<file path="src/hw/rtl/sidac_pkg.sv">
// ----------------------------------------------------------------------------
// sidac_pkg
// Shared widths and ASCII codes for the signed integer to decimal text core.
// ----------------------------------------------------------------------------
package sidac_pkg;

	// Width of the signed input value
	localparam int VALUE_BITS = 32;
	// Width of the buffer capacity field
	localparam int LEN_BITS   = 8;
	// Output field widths
	localparam int CHAR_BITS  = 7;
	localparam int TLEN_BITS  = 4;

	// Binary bits consumed by one shift-add-3 stage
	localparam int STEP_BITS  = 8;
	localparam int DAB_STAGES = (VALUE_BITS + STEP_BITS - 1) / STEP_BITS;
	localparam int PAD_BITS   = DAB_STAGES * STEP_BITS;

	// Decimal digits needed for the largest magnitude, 2**(VALUE_BITS-1)
	function automatic int digit_count(input int bits);
		logic [64:0] m;
		int          n;
		m = 65'd1 << (bits - 1);
		n = 0;
		while (m != 65'd0) begin
			m = m / 10;
			n = n + 1;
		end
		return n;
	endfunction

	localparam int DIGITS       = digit_count(VALUE_BITS);
	localparam int BCD_BITS     = DIGITS * 4;
	localparam int DAB_W        = BCD_BITS + PAD_BITS;
	localparam int DCNT_BITS    = $clog2(DIGITS + 1);
	localparam int DIG_IDX_BITS = (DIGITS > 1) ? $clog2(DIGITS) : 1;
	localparam int RCNT_BITS    = $clog2(DIGITS + 2);

	// ASCII codes
	localparam logic [CHAR_BITS-1:0] ASCII_NUL   = 7'h00;
	localparam logic [CHAR_BITS-1:0] ASCII_ZERO  = 7'h30;
	localparam logic [CHAR_BITS-1:0] ASCII_MINUS = 7'h2d;

endpackage

</file>
<file path="src/hw/rtl/signed_int_to_decimal_ascii_core.sv">
// ----------------------------------------------------------------------------
// signed_int_to_decimal_ascii_core
// Converts a signed value to NUL-terminated decimal ASCII text, one character
// per strobe, keeping the lowest-order digits that fit the buffer capacity.
// A word passes the input, sign, shift-add-3, plan and serializer stages.
// Throughput: one character per cycle through the single output register; a
// word is 1 to 12 characters long in the serializer (sign, digits, NUL).
// Conversion runs in a shift-add-3 pipeline (one stage per 8 value bits) that
// keeps accepting words while the serializer drains the previous one.
// Reset clears all pipeline valid bits and the strobe; no memory needs clearing.
// ----------------------------------------------------------------------------
module signed_int_to_decimal_ascii_core import sidac_pkg::*; (
	input  logic                         clk,
	input  logic                         arst_n,
	input  logic                         start,
	output logic                         busy,
	input  logic signed [VALUE_BITS-1:0] value,
	input  logic        [LEN_BITS-1:0]   buffer_len,
	output logic                         strobe,
	output logic        [CHAR_BITS-1:0]  character,
	output logic                         char_valid,
	output logic                         last,
	output logic        [TLEN_BITS-1:0]  text_length
);

	// Eight shift-add-3 steps on the packed {bcd, binary} word
	function automatic logic [DAB_W-1:0] dab_chunk(input logic [DAB_W-1:0] w);
		logic [DAB_W-1:0] t;
		t = w;
		for (int j = 0; j < STEP_BITS; j++) begin
			for (int d = 0; d < DIGITS; d++) begin
				if (t[PAD_BITS + 4*d +: 4] >= 4'd5) begin
					t[PAD_BITS + 4*d +: 4] = t[PAD_BITS + 4*d +: 4] + 4'd3;
				end
			end
			t = t << 1;
		end
		return t;
	endfunction

	// ------------------------------------------------------------------
	// Declarations
	// ------------------------------------------------------------------
	logic                       accept;
	logic                       s1_rdy, s2_rdy, pl_rdy;

	logic                       v_s1;
	logic [VALUE_BITS-1:0]      val_s1;
	logic [LEN_BITS-1:0]        cap_s1;

	logic                       v_s2;
	logic                       neg_s2;
	logic [PAD_BITS-1:0]        mag_s2;
	logic [LEN_BITS-1:0]        cap_s2;
	logic [VALUE_BITS-1:0]      mag_c;

	logic                       dab_v_s   [DAB_STAGES];
	logic [DAB_W-1:0]           dab_w_s   [DAB_STAGES];
	logic                       dab_neg_s [DAB_STAGES];
	logic [LEN_BITS-1:0]        dab_cap_s [DAB_STAGES];
	logic                       dab_rdy   [DAB_STAGES];

	logic [BCD_BITS-1:0]        dab_bcd;
	logic [DCNT_BITS-1:0]       nsig_c;

	logic                       pl_v_sl;
	logic [BCD_BITS-1:0]        pl_bcd_sl;
	logic                       pl_neg_sl;
	logic [LEN_BITS-1:0]        pl_cap_sl;
	logic [DCNT_BITS-1:0]       pl_nsig_sl;

	logic                       ser_act_q;
	logic                       ser_sign_q;
	logic [DCNT_BITS-1:0]       ser_left_q;
	logic                       ser_wr_q;
	logic [RCNT_BITS-1:0]       ser_len_q;
	logic [BCD_BITS-1:0]        ser_bcd_q;
	logic                       ser_term;
	logic                       ser_load;
	logic [3:0]                 ser_dig [DIGITS];
	logic [DIG_IDX_BITS-1:0]    ser_idx;
	logic                       cap0, cap1;
	logic [LEN_BITS-1:0]        room_c;
	logic [DCNT_BITS-1:0]       nd_c;

	logic                       strobe_q;
	logic [CHAR_BITS-1:0]       char_q;
	logic                       cvalid_q;
	logic                       last_q;
	logic [TLEN_BITS-1:0]       tlen_q;

	// ------------------------------------------------------------------
	// Ready chain, back from the serializer
	// ------------------------------------------------------------------
	assign ser_term = ser_act_q && !ser_sign_q && (ser_left_q == '0);
	assign ser_load = pl_v_sl && (!ser_act_q || ser_term);
	assign pl_rdy   = !pl_v_sl || !ser_act_q || ser_term;
	assign s2_rdy   = !v_s2 || dab_rdy[0];
	assign s1_rdy   = !v_s1 || s2_rdy;
	assign busy     = !s1_rdy;
	assign accept   = start && !busy;

	// ------------------------------------------------------------------
	// Stage 1: capture the word
	// ------------------------------------------------------------------
	always_ff @(posedge clk or negedge arst_n) begin
		if (!arst_n) begin
			v_s1 <= 1'b0;
		end else if (s1_rdy) begin
			v_s1 <= accept;
		end
	end

	always_ff @(posedge clk) begin
		if (accept) begin
			val_s1 <= value;
			cap_s1 <= buffer_len;
		end
	end

	// ------------------------------------------------------------------
	// Stage 2: sign and magnitude (most negative value wraps to 2**(N-1))
	// ------------------------------------------------------------------
	assign mag_c = val_s1[VALUE_BITS-1] ? (~val_s1 + 1'b1) : val_s1;

	always_ff @(posedge clk or negedge arst_n) begin
		if (!arst_n) begin
			v_s2 <= 1'b0;
		end else if (s2_rdy) begin
			v_s2 <= v_s1;
		end
	end

	always_ff @(posedge clk) begin
		if (s2_rdy && v_s1) begin
			neg_s2 <= val_s1[VALUE_BITS-1];
			mag_s2 <= PAD_BITS'(mag_c);
			cap_s2 <= cap_s1;
		end
	end

	// ------------------------------------------------------------------
	// Shift-add-3 stages, STEP_BITS value bits each
	// ------------------------------------------------------------------
	for (genvar k = 0; k < DAB_STAGES; k++) begin : g_dab
		logic                prev_v;
		logic [DAB_W-1:0]    prev_w;
		logic                prev_neg;
		logic [LEN_BITS-1:0] prev_cap;
		logic                next_rdy;

		if (k == 0) begin : g_first
			assign prev_v   = v_s2;
			assign prev_w   = {{BCD_BITS{1'b0}}, mag_s2};
			assign prev_neg = neg_s2;
			assign prev_cap = cap_s2;
		end else begin : g_mid
			assign prev_v   = dab_v_s[k-1];
			assign prev_w   = dab_w_s[k-1];
			assign prev_neg = dab_neg_s[k-1];
			assign prev_cap = dab_cap_s[k-1];
		end

		if (k == DAB_STAGES - 1) begin : g_tail
			assign next_rdy = pl_rdy;
		end else begin : g_body
			assign next_rdy = dab_rdy[k+1];
		end

		assign dab_rdy[k] = !dab_v_s[k] || next_rdy;

		always_ff @(posedge clk or negedge arst_n) begin
			if (!arst_n) begin
				dab_v_s[k] <= 1'b0;
			end else if (dab_rdy[k]) begin
				dab_v_s[k] <= prev_v;
			end
		end

		always_ff @(posedge clk) begin
			if (dab_rdy[k] && prev_v) begin
				dab_w_s[k]   <= dab_chunk(prev_w);
				dab_neg_s[k] <= prev_neg;
				dab_cap_s[k] <= prev_cap;
			end
		end
	end

	// ------------------------------------------------------------------
	// Plan stage: count significant digits (zero counts as one digit)
	// ------------------------------------------------------------------
	assign dab_bcd = dab_w_s[DAB_STAGES-1][DAB_W-1 -: BCD_BITS];

	always_comb begin
		nsig_c = DCNT_BITS'(1);
		for (int d = 0; d < DIGITS; d++) begin
			if (dab_bcd[4*d +: 4] != 4'd0) begin
				nsig_c = DCNT_BITS'(d + 1);
			end
		end
	end

	always_ff @(posedge clk or negedge arst_n) begin
		if (!arst_n) begin
			pl_v_sl <= 1'b0;
		end else if (pl_rdy) begin
			pl_v_sl <= dab_v_s[DAB_STAGES-1];
		end
	end

	always_ff @(posedge clk) begin
		if (pl_rdy && dab_v_s[DAB_STAGES-1]) begin
			pl_bcd_sl  <= dab_bcd;
			pl_neg_sl  <= dab_neg_s[DAB_STAGES-1];
			pl_cap_sl  <= dab_cap_s[DAB_STAGES-1];
			pl_nsig_sl <= nsig_c;
		end
	end

	// ------------------------------------------------------------------
	// Serializer load values: digits kept = min(significant, room)
	// ------------------------------------------------------------------
	assign cap0   = (pl_cap_sl == '0);
	assign cap1   = (pl_cap_sl == LEN_BITS'(1));
	assign room_c = pl_cap_sl - LEN_BITS'(1) - LEN_BITS'(pl_neg_sl);
	assign nd_c   = (room_c < LEN_BITS'(pl_nsig_sl)) ? DCNT_BITS'(room_c) : pl_nsig_sl;

	// Digit view of the held BCD word
	always_comb begin
		for (int d = 0; d < DIGITS; d++) begin
			ser_dig[d] = ser_bcd_q[4*d +: 4];
		end
	end
	assign ser_idx = DIG_IDX_BITS'(ser_left_q - 1'b1);

	// ------------------------------------------------------------------
	// Serializer: sign, digits high to low, then terminator
	// ------------------------------------------------------------------
	always_ff @(posedge clk or negedge arst_n) begin
		if (!arst_n) begin
			ser_act_q  <= 1'b0;
			ser_sign_q <= 1'b0;
			ser_left_q <= '0;
			ser_len_q  <= '0;
			ser_wr_q   <= 1'b0;
		end else begin
			if (ser_act_q) begin
				if (ser_sign_q) begin
					ser_sign_q <= 1'b0;
					ser_len_q  <= ser_len_q + 1'b1;
				end else if (ser_left_q != '0) begin
					ser_left_q <= ser_left_q - 1'b1;
					ser_len_q  <= ser_len_q + 1'b1;
				end else begin
					ser_act_q <= 1'b0;
				end
			end
			if (ser_load) begin
				ser_act_q  <= 1'b1;
				ser_sign_q <= pl_neg_sl && !cap0 && !cap1;
				ser_left_q <= (cap0 || cap1) ? '0 : nd_c;
				ser_wr_q   <= !cap0;
				ser_len_q  <= '0;
			end
		end
	end

	always_ff @(posedge clk) begin
		if (ser_load) begin
			ser_bcd_q <= pl_bcd_sl;
		end
	end

	// ------------------------------------------------------------------
	// Output register
	// ------------------------------------------------------------------
	always_ff @(posedge clk or negedge arst_n) begin
		if (!arst_n) begin
			strobe_q <= 1'b0;
		end else begin
			strobe_q <= ser_act_q;
		end
	end

	always_ff @(posedge clk) begin
		if (ser_act_q) begin
			if (ser_sign_q) begin
				char_q   <= ASCII_MINUS;
				cvalid_q <= 1'b1;
				last_q   <= 1'b0;
				tlen_q   <= '0;
			end else if (ser_left_q != '0) begin
				char_q   <= ASCII_ZERO + CHAR_BITS'(ser_dig[ser_idx]);
				cvalid_q <= 1'b1;
				last_q   <= 1'b0;
				tlen_q   <= '0;
			end else begin
				char_q   <= ASCII_NUL;
				cvalid_q <= ser_wr_q;
				last_q   <= 1'b1;
				tlen_q   <= TLEN_BITS'(ser_len_q);
			end
		end
	end

	assign strobe      = strobe_q;
	assign character   = char_q;
	assign char_valid  = cvalid_q;
	assign last        = last_q;
	assign text_length = tlen_q;

	// ------------------------------------------------------------------
	// Assertions
	// ------------------------------------------------------------------
	a_strobe_from_ser: assert property (@(posedge clk) disable iff (!arst_n)
		strobe |-> $past(ser_act_q))
		else $error("strobe without an active serializer");

	a_mid_is_written: assert property (@(posedge clk) disable iff (!arst_n)
		(strobe && !last) |-> char_valid)
		else $error("unwritten character before the terminator");

	a_nowrite_empty: assert property (@(posedge clk) disable iff (!arst_n)
		(strobe && !char_valid) |-> (last && text_length == '0))
		else $error("zero-capacity word reported text");

	a_plan_hold: assert property (@(posedge clk) disable iff (!arst_n)
		(pl_v_sl && !pl_rdy) |=> (pl_v_sl && $stable(pl_bcd_sl) && $stable(pl_cap_sl)))
		else $error("plan stage lost data while stalled");

	a_stage1_hold: assert property (@(posedge clk) disable iff (!arst_n)
		(v_s1 && busy) |=> (v_s1 && $stable(val_s1) && $stable(cap_s1)))
		else $error("input stage changed while stalled");

endmodule

</file>
<file path="config.mk">
export PLATFORM = sky130hd
export DESIGN_NAME = signed_int_to_decimal_ascii_core
export DESIGN_NICKNAME = d
export VERILOG_FILES = /design/src/hw/rtl/sidac_pkg.sv /design/src/hw/rtl/signed_int_to_decimal_ascii_core.sv
export SDC_FILE = /design/constraint.sdc
export NUM_CORES = 1
export LEC_CHECK = 0
export ABC_CLOCK_PERIOD_IN_PS = 7400
export BUFFER_PORTS_ARGS = -buffer_cell sky130_fd_sc_hd__buf_4
export CORE_ASPECT_RATIO = 1.2
export CORE_MARGIN = 10
export CORE_UTILIZATION = 65
export DETAILED_ROUTE_END_ITERATION = 8
export PLACE_DENSITY = 0.82
export SYNTH_ARGS = -nofsm -noshare
export SYNTH_HDL_FRONTEND = slang
export SYNTH_SLANG_ARGS = --single-unit
</file>
<file path="constraint.sdc">
create_clock -name clk -period 7.4 [get_ports clk]
set_input_delay 1.48 -clock clk [delete_from_list [all_inputs] [get_ports clk]]
set_output_delay 1.48 -clock clk [all_outputs]
set_load 0.1 [all_outputs]
</file>
### Yosys cells after proc, flatten, opt, wreduce, memory -nomap -nowiden

Memories as Yosys holds them, arrays and structs flattened. A register that Yosys moved wholly into a read port is not among the register bits.
Cells that the tools add are included.

| operators by class | value |
|---|---|
| $add $sub $neg | 281 |
| $mul | 0 |
| divide/modulo/power cells | 0 |
| order comparisons | 277 |
| equal/unequal tests | 2 |
| shifts and indexed selects | 0 |
| muxes and demuxes | 589 |
| bitwise operators | 3 |
| reductions and logical operators | 54 |

Operators by type and width:

| kind | number |
|---|---|
| $mux 4 | 520 |
| $ge 4x3->1 const B | 275 |
| $add 4x2->4 const B | 251 |
| $mux 3 | 48 |
| $add 3x2->3 const B | 24 |
| $reduce_bool 4->1 | 10 |
| $add 32x1->32 const B | 1 |
| $not 32->32 | 1 |
| $mux 31 | 1 |
| $bmux 4 s4 | 1 |
| $mux 1 | 15 |
| $logic_and 1x1->1 | 12 |
| $logic_not 1->1 | 12 |
| $logic_or 1x1->1 | 10 |
| $eq 8x1->1 const B | 1 |
| $logic_not 8->1 | 1 |
| $lt 8x4->1 | 1 |
| $sub 8x1->8 | 1 |
| $sub 8x1->8 const B | 1 |
| $add 6x4->7 const A | 1 |
| $mux 2 | 3 |
| $mux 6 | 1 |
| $ge 5x5->1 const B | 1 |
| $not 4->5 | 1 |
| 11 further kinds | 13 |

| word-level totals | value |
|---|---|
| register bits | 197 |
| bits in latches | 0 |
| RAM bits | 292 |
| bits in read-only memories | 0 |
| bits of input ports | 43 |
| output and inout bits | 15 |
| logic and storage cells | 1237 |
| memories | 3 |

Memory list:

| name | depth | width | rd ports | clocked after Yosys merged registers in | write ports | RTL line | source |
|---|---|---|---|---|---|---|---|
| dab_w_s | 4 | 64 | 4 | 0 | 4 | signed_int_to_decimal_ascii_core.sv:58 | `logic [DAB_W-1:0] dab_w_s [DAB_STAGES];` |
| dab_cap_s | 4 | 8 | 4 | 1 | 4 | signed_int_to_decimal_ascii_core.sv:60 | `logic [LEN_BITS-1:0] dab_cap_s [DAB_STAGES];` |
| dab_neg_s | 4 | 1 | 4 | 1 | 4 | signed_int_to_decimal_ascii_core.sv:59 | `logic dab_neg_s [DAB_STAGES];` |

### Logic depth before layout (Yosys ltp)

Gate-level depths: netlist (run 1).

| logic depth | value |
|---|---|
| depth in word-level cells | 31 |
| depth in mapped cells | 36 |
| depth with buffers taken out | 36 |

### Worst setup path before layout (run 1)

Ideal clock, no wire load.

| timing path | value |
|---|---|
| path type | flip-flop to flip-flop |
| start point | memory dab_w_s[2][48] (netlist name) |
| end point | memory dab_w_s[3][62] (netlist name) (data pin) |
| setup time | 271 ps |
| arrival time | 6315 ps |
| data required time | 7129 ps |
| slack | 814 ps |
| stages on the path, launching flop included | 32 |
| buffers on the path | 0 |
| clock period less this slack | 6586 ps |
| cell sequence | edfxtp_1 > inv_1 > ha_1 > nor2b_1 > or3_1 > and2_1 > ha_1 > a211o_1 > a31oi_1 > o21a_1 > o21ai_0 > xnor2_1 > ha_1 > inv_1 > ha_1 > a21oi_1 > xnor3_1 > ha_1 > nor2b_1 > o21ai_0 > mux2_2 > o21ai_0 > xnor2_1 > nand2b_1 > ha_1 > a21oi_1 > a21boi_0 > ha_1 > o2bb2ai_1 > a22oi_1 > o32a_1 > mux2i_1 |

RTL lines:

| item | RTL line |
|---|---|
| start, declared | signed_int_to_decimal_ascii_core.sv:58 |

==> flow_summary.yaml, run 1 <==
setup_path:
  cp-end-kind: "register"
  critical_path.reg2reg.startpoint: "dab_w_s[2][48]"
  worst_setup_path_category: "register to register"
  critical_path_buf_inv_count: 2
  worst-r2r-cell-count: 31
  crit_path_frequent_cell: "sky130_fd_sc_hd__ha_1"
  crit_path_start_kind: "register"
  critical_path_required_ns: 7.82
  worst_case_register_to_register_setup_slack_ns: 0.44
  slowest_delay_ns: 0.40
  worst-endpoint-arrival_ns: 7.38
  critical_path.slowest_cell: "sky130_fd_sc_hd__edfxtp_1"
  worstReg2RegEnd: "dab_w_s[3][62]"
  worst-path-max-fanout: 7
  family_with_the_most_delay_on_the_worst_path: "compound AO/OA/AOI/OAI gates"
grt:
  grt_max_degree: 54
  initial_antenna_violation_count: 0
  grt-ovfl-total: 0
  grt_first_pass_wirelength_mm: 119
  vias_in_the_first_global_route: 26500
  grtUsageTotal_pct: 22.8
worst_hold_path:
  worst_hold_path.endpoint: "dab_w_s[0][19]"
  hold_depth: 0
  hold_path.class: "register to register"
  timing.hold.worst.start: "mag_s2[19]"
drt:
  drt_wl_total_mm: 71.2
  ant_nets: 0
  detail_route.first_pass.iterations: 6
  drc: 0
  avgRoutedWirePerCell_um: 16.6
  route.detailed.vias_per_inst: 6.56
  drt_iter0_markers: 1908
  routed-via-count: 28200
place:
  post-place-cells: 4208
  place.gp.congestion: 0.878
  dp_hpwl_mm: 51.9
  port_buffers: 56
sta:
  finalHoldViolations: 0
  final_max_slew_viol_count: 0
  hold_slack_ns: 0.404
  final.min_clock_period_ns: 6.96
  timing.final.crit_share_pct: 94.0
  tightestPinTransition_ns: 1.16
  setup_viol: 0
  final.setup_skew_ns: 0.0216
  slew_headroom_pct: 22.2
  maxClockFrequency_mhz: 144
layout:
  final_core_utilization_pct: 71.3
  areaGrowthSynthToFinish_pct: 8.13
  total_number_of_nets_in_the_final_design: 3817
  antenna_cells: 0
  layoutNonFillerInstCount: 4297
  layout_commonest_cell: "sky130_fd_sc_hd__edfxtp_1"
  drive_gt1_share_pct: 11.7
  layout_common_cells: "sky130_fd_sc_hd__edfxtp_1 (372), sky130_fd_sc_hd__nand2_1 (302), sky130_fd_sc_hd__nor2_1 (288), sky130_fd_sc_hd__o21ai_0 (265), sky130_fd_sc_hd__a21oi_1 (243)"
cts:
  cts_tree: "built"
  clock_tree.root_cell: "sky130_fd_sc_hd__clkbuf_16"
  ctsHtreeMaxLevel: 2
  clock_sinks: 391
  numCtsBuffers: 41
  cts_max_path_buffers: 3
  clkSlewWorstSetupHoldPaths_ns: 0.07
  worstSkewPairLatency_ns: 0.59
floorplanning:
  floorplan.rows: 89
  die_area_um2: 59500
  start_util_pct: 65.9
  dieWidth_um: 224
  placeableCoreArea_um2: 49400
  die_height_um: 265
  ioPinCount: 58
synth:
  syn-instance-count: 3608
  synth-async-reset-ratio_pct: 4.86
  yosys_warnings: 0
  synth.yosys.seq_area_share_pct: 35.7
  synth.top_cells.by_area: "sky130_fd_sc_hd__edfxtp_1 (34%), sky130_fd_sc_hd__ha_1 (5.6%), sky130_fd_sc_hd__o21ai_0 (4.1%)"
  synth-seq-cells: 391
  post_synth_instance_area_um2: 32600
  synth_edf_count: 372
  synthDominantAreaCellType: "sky130_fd_sc_hd__edfxtp_1"
  netlist-cell-type-count: 123
  mappedNetlistNets: 3796
  share_of_yosys_cell_area_claimed_by_the_top_area_cell_type_pct: 34.3
  synth.avg_cell_area_um2: 9.03
  synthFlopType: "sky130_fd_sc_hd__edfxtp_1"
job:
  cap_violations: 0
outcome:
  status: "finished, final reports clean"
[synth_stat cells (14+ instances only)]
master                     number
sky130_fd_sc_hd__edfxtp_1     372
sky130_fd_sc_hd__nand2_1      302
sky130_fd_sc_hd__nor2_1       289
sky130_fd_sc_hd__o21ai_0      269
sky130_fd_sc_hd__a21oi_1      250
sky130_fd_sc_hd__inv_1        202
sky130_fd_sc_hd__ha_1         145
sky130_fd_sc_hd__xnor2_1      102
sky130_fd_sc_hd__mux2i_1       89
sky130_fd_sc_hd__nand2b_1      87
sky130_fd_sc_hd__clkbuf_1      82
sky130_fd_sc_hd__nor3_1        80
sky130_fd_sc_hd__nand3_1       67
sky130_fd_sc_hd__a211oi_1      62
sky130_fd_sc_hd__and2_1        59
sky130_fd_sc_hd__o211ai_1      58
sky130_fd_sc_hd__mux2_2        52
sky130_fd_sc_hd__nor2b_1       45
sky130_fd_sc_hd__o21a_1        45
sky130_fd_sc_hd__or3_1         43
sky130_fd_sc_hd__a21o_1        42
sky130_fd_sc_hd__a31oi_1       42
sky130_fd_sc_hd__or2_2         38
sky130_fd_sc_hd__o21ai_1       37
sky130_fd_sc_hd__o22ai_1       35
sky130_fd_sc_hd__a211o_1       33
sky130_fd_sc_hd__xor2_1        31
sky130_fd_sc_hd__a21boi_0      30
sky130_fd_sc_hd__and3_1        30
sky130_fd_sc_hd__o31ai_1       30
sky130_fd_sc_hd__buf_2         24
sky130_fd_sc_hd__o221ai_1      24
sky130_fd_sc_hd__a22oi_1       22
sky130_fd_sc_hd__nor4_1        20
sky130_fd_sc_hd__dfrtp_1       19
sky130_fd_sc_hd__a221oi_1      17
sky130_fd_sc_hd__a31o_2        15
sky130_fd_sc_hd__nand3b_1      14
sky130_fd_sc_hd__o211a_1       14
sky130_fd_sc_hd__o21bai_1      14
[cell families after synthesis]
kind of cell,after synthesis,synth area share (%)
flip-flops,391,35.7
AND/OR/NAND/NOR,1155,17.5
buffers and inverters,326,3.90
adder cells (fa/ha/maj),152,5.78
XOR/XNOR,143,4.13
AO/OA/AOI/OAI,1281,27.3
multiplexers,159,5.56
other,1,0.0115
[sequential cells by signal, indices dropped and copies added (netlist names), 6 cells and up]
register,flops
val_s1,32
cap_s1,8
pl_bcd_sl,40
dab_cap_s,32
character,6
mag_s2,32
dab_w_s,150
cap_s2,8
pl_cap_sl,8
ser_bcd_q,40
[metrics by stage]
stage | TNS [ns] | setup slack, ns | area, µm²
5_1_grt | -0.0639 | -0.0222 | 35200
6_report | 0 | 0.442 | 35200
4_1_cts | 0 | 0.0658 | 34800
2_1_floorplan | 0 | 0.814 | 32600
3_3_place_gp | 0 | 0.496 | 33500
3_5_place_dp | 0 | 0.0213 | 33500
[routing by layer]
layer  vias to the layer above  routed length [µm]  global-route usage, %
met2                       758               38200                   44.4
met3                       180                2750                   2.74
met5                         -                   0                      0
met1                     13400               28400                   25.1
met4                         0                1790                   7.36
li1                      13800                   -                      -
[worst max path at each step]
stage / to / slack, ns / depth (start not counted) / start
floorplan: dab_w_s[3][62] / 0.81 / 31 / dab_w_s[2][48]
global placement: dab_w_s[3][62] / 0.50 / 33 / dab_w_s[2][52]
detailed placement: dab_w_s[3][62] / 0.02 / 31 / dab_w_s[2][48]
CTS: dab_w_s[3][29] / 0.07 / 31 / dab_w_s[2][24]
global route: dab_w_s[1][42] / -0.02 / 32 / dab_w_s[0][28]
finish: dab_w_s[3][62] / 0.44 / 31 / dab_w_s[2][48]
[cell type report]
type | count | area (µm²)
clock buffers | 52 | 1100
clock inverters | 22 | 200
fillers | 3579 | 14200
inverters | 210 | 788
multi-input cells | 2891 | 20000
flip-flops and latches | 391 | 11600
well taps | 637 | 797
repair buffers | 94 | 706
[what timing repair did]
item | CTS | global route
pin swaps | 0 | 10
resized for setup | 2 | 58
setup endpoints to repair | 1 | 62
setup buffers | 0 | 15
hold buffers | 0 | 0
Power of run 1 is left out: the tool's default activity adds up to more than one toggle a clock period on the data nets, which glitch-free logic cannot reach.
==> run 2: changes to the inputs <==
- BUFFER_PORTS_ARGS: -buffer_cell sky130_fd_sc_hd__buf_4 -> default
- DONT_BUFFER_PORTS: default -> 1
- PLACE_DENSITY: 0.82 -> 0.81
==> run 2 against run 1 <==
Net effect: critical path depth unchanged; critical path type unchanged; critical endpoint is now dab_w_s[3][61]; register-to-register slack hardly changed; clock skew is 0.0017 ns lower.
==> flow_summary.yaml, run 2 (synthesized netlist as in run 1, its figures left out) <==
setup_path:
  critical_path.slowest_cell: "sky130_fd_sc_hd__edfxtp_1"
  crit_path_start_kind: "register"
  crit_path_frequent_cell: "sky130_fd_sc_hd__ha_1"
  critical_path.reg2reg.startpoint: "dab_w_s[2][48]"
  cp-end-kind: "register"
  worstReg2RegEnd: "dab_w_s[3][61]"
  slowest_delay_ns: 0.40
  worst-path-max-fanout: 7
  critical_path_required_ns: 7.72
  critical_path.startpoint: "dab_w_s[2][48]"
  worst_case_register_to_register_setup_slack_ns: 0.43
  worst-r2r-cell-count: 31
  worst_setup_path_category: "register to register"
  worst_setup_path_endpoint: "dab_w_s[3][61]"
  worst-endpoint-arrival_ns: 7.29
sta:
  finalHoldViolations: 0
  setup_viol: 0
  maxClockFrequency_mhz: 143
  timing.final.crit_share_pct: 94.2
  rsz0062_at_grt: "yes"
  slew_headroom_pct: 13.8
  final.min_clock_period_ns: 6.97
  hold_slack_ns: 0.412
  final.setup_skew_ns: 0.0199
  final_max_slew_viol_count: 0
  tightestPinTransition_ns: 1.28
drt:
  drt_wl_total_mm: 70.4
  routed-via-count: 27600
  route.detailed.vias_per_inst: 6.51
  drt_iter0_markers: 1638
  drc: 0
  avgRoutedWirePerCell_um: 16.6
  ant_nets: 0
  detail_route.first_pass.iterations: 6
layout:
  layout_common_cells: "sky130_fd_sc_hd__edfxtp_1 (372), sky130_fd_sc_hd__nand2_1 (302), sky130_fd_sc_hd__nor2_1 (287), sky130_fd_sc_hd__o21ai_0 (267), sky130_fd_sc_hd__a21oi_1 (244)"
  final_design_area_no_fill_um2: 34800
  drive_gt1_share_pct: 10.1
  biggest_regs: "dab_w_s: 150 flops, pl_bcd_sl: 40 flops, ser_bcd_q: 40 flops"
  areaGrowthSynthToFinish_pct: 6.93
  total_number_of_nets_in_the_final_design: 3755
  layout_commonest_cell: "sky130_fd_sc_hd__edfxtp_1"
  flip_flop_count_of_the_largest_register_all_copies_and_words_added: 150
  top_reg_by_flops: "dab_w_s"
  antenna_cells: 0
  n_fill_cell: 3616
floorplanning:
  dieWidth_um: 224
  die_area_um2: 59500
  ioPinCount: 58
  placeableCoreArea_um2: 49400
  start_util_pct: 65.9
  die_height_um: 265
  floorplan.rows: 89
cts:
  numCtsBuffers: 39
  clock_tree.root_cell: "sky130_fd_sc_hd__clkbuf_16"
  cts_max_path_buffers: 3
  worstSkewPairLatency_ns: 0.58
  clock_sinks: 391
  total_of_hold_buffers_inserted_after_clock_tree_synthesis: 0
  ctsHtreeMaxLevel: 2
  cts_tree: "built"
  clkSlewWorstSetupHoldPaths_ns: 0.07
grt:
  vias_in_the_first_global_route: 26300
  grt-ovfl-total: 0
  initial_antenna_violation_count: 0
  grt_max_degree: 54
  grtUsageTotal_pct: 22.4
  grt_first_pass_wirelength_mm: 117
outcome:
  status: "finished, final reports clean"
worst_hold_path:
  hold_path.class: "register to register"
  hold_depth: 0
place:
  place.gp.congestion: 0.878
  port_buffers: 0
  post_dp_cell_area_um2: 33100
  dp_hpwl_mm: 51.6
job:
  cap_violations: 0
## run 2: cell count changes in the layout (fill, tap and decap cells not counted), sizes merged
| cell | previous run | this run |
|---|---|---|
| clkbuf | 52 | 49 |
| bufinv | 1 | 6 |
| clkinvlp | 6 | 2 |
| inv | 217 | 212 |
| clkinv | 8 | 13 |
| buf | 94 | 34 |
## run 2: metal layers
layer  GRT usage (%)  part of all wire [%]
met1            24.6                    41
met2            44.1                    54
met3            2.00                   2.9
met4            7.36                   2.5
met5               0                     0
## run 2: worst max-delay path: cells and delay by family, from the launching register on
| kind | cells | cell delay (ns) |
|---|---|---|
| xor gates and xnor gates | 4 | 0.84 |
| buffers and inverters | 2 | 0.10 |
| adders and majority gates | 7 | 1.60 |
| and+or+nand+nor | 5 | 1.11 |
| AOI/OAI and AO/OA | 12 | 2.30 |
| DFF | 1 | 0.40 |
| muxes | 1 | 0.35 |
## run 2: how the worst min path moves through the flow
stage / slack, ns / startpoint / to
2_1_floorplan: 0.40 / cap_s1[0] / cap_s2[0]
3_3_place_gp: 0.40 / dab_w_s[0][9] / dab_w_s[1][17]
3_5_place_dp: 0.40 / dab_cap_s[0][4] / dab_cap_s[1][4]
4_1_cts: 0.41 / dab_cap_s[3][5] / pl_cap_sl[5]
5_1_grt: 0.42 / dab_cap_s[2][7] / dab_cap_s[3][7]
6_report: 0.41 / dab_cap_s[3][5] / pl_cap_sl[5]
## run 2: stage by stage
stage	setup TNS [ns]	worst slack [ns]	utilization (%)	std cells
floorplan	0	0.814	-	3608
global placement	0	0.494	67.0	4152
detailed placement	-0.0752	-0.0400	67.0	4152
CTS	0	0.00759	69.7	4224
global route	-0.260	-0.0784	70.5	4235
finish	0	0.428	70.5	4235
## run 2: timing repair
action,4_1_cts,5_1_grt
cloned,0,0
resized for setup,2,60
setup buffers,0,11
endpoints found under the setup margin,2,61
pin swaps,0,6
endpoints found under the hold margin,0,0
## run 2: layout make-up
| class | count | area (µm²) | share of cell area, % |
|---|---|---|---|
| Tap cell | 637 | 797 | 2.29 |
| Timing Repair Buffer | 34 | 255 | 0.733 |
| Multi-Input combinational cell | 2891 | 20000 | 57.4 |
| Clock buffer | 49 | 1030 | 2.97 |
| Sequential cell | 391 | 11600 | 33.4 |
| Inverter | 210 | 788 | 2.26 |
| Clock inverter | 23 | 320 | 0.919 |
Power of run 2 is left out for the same reason.
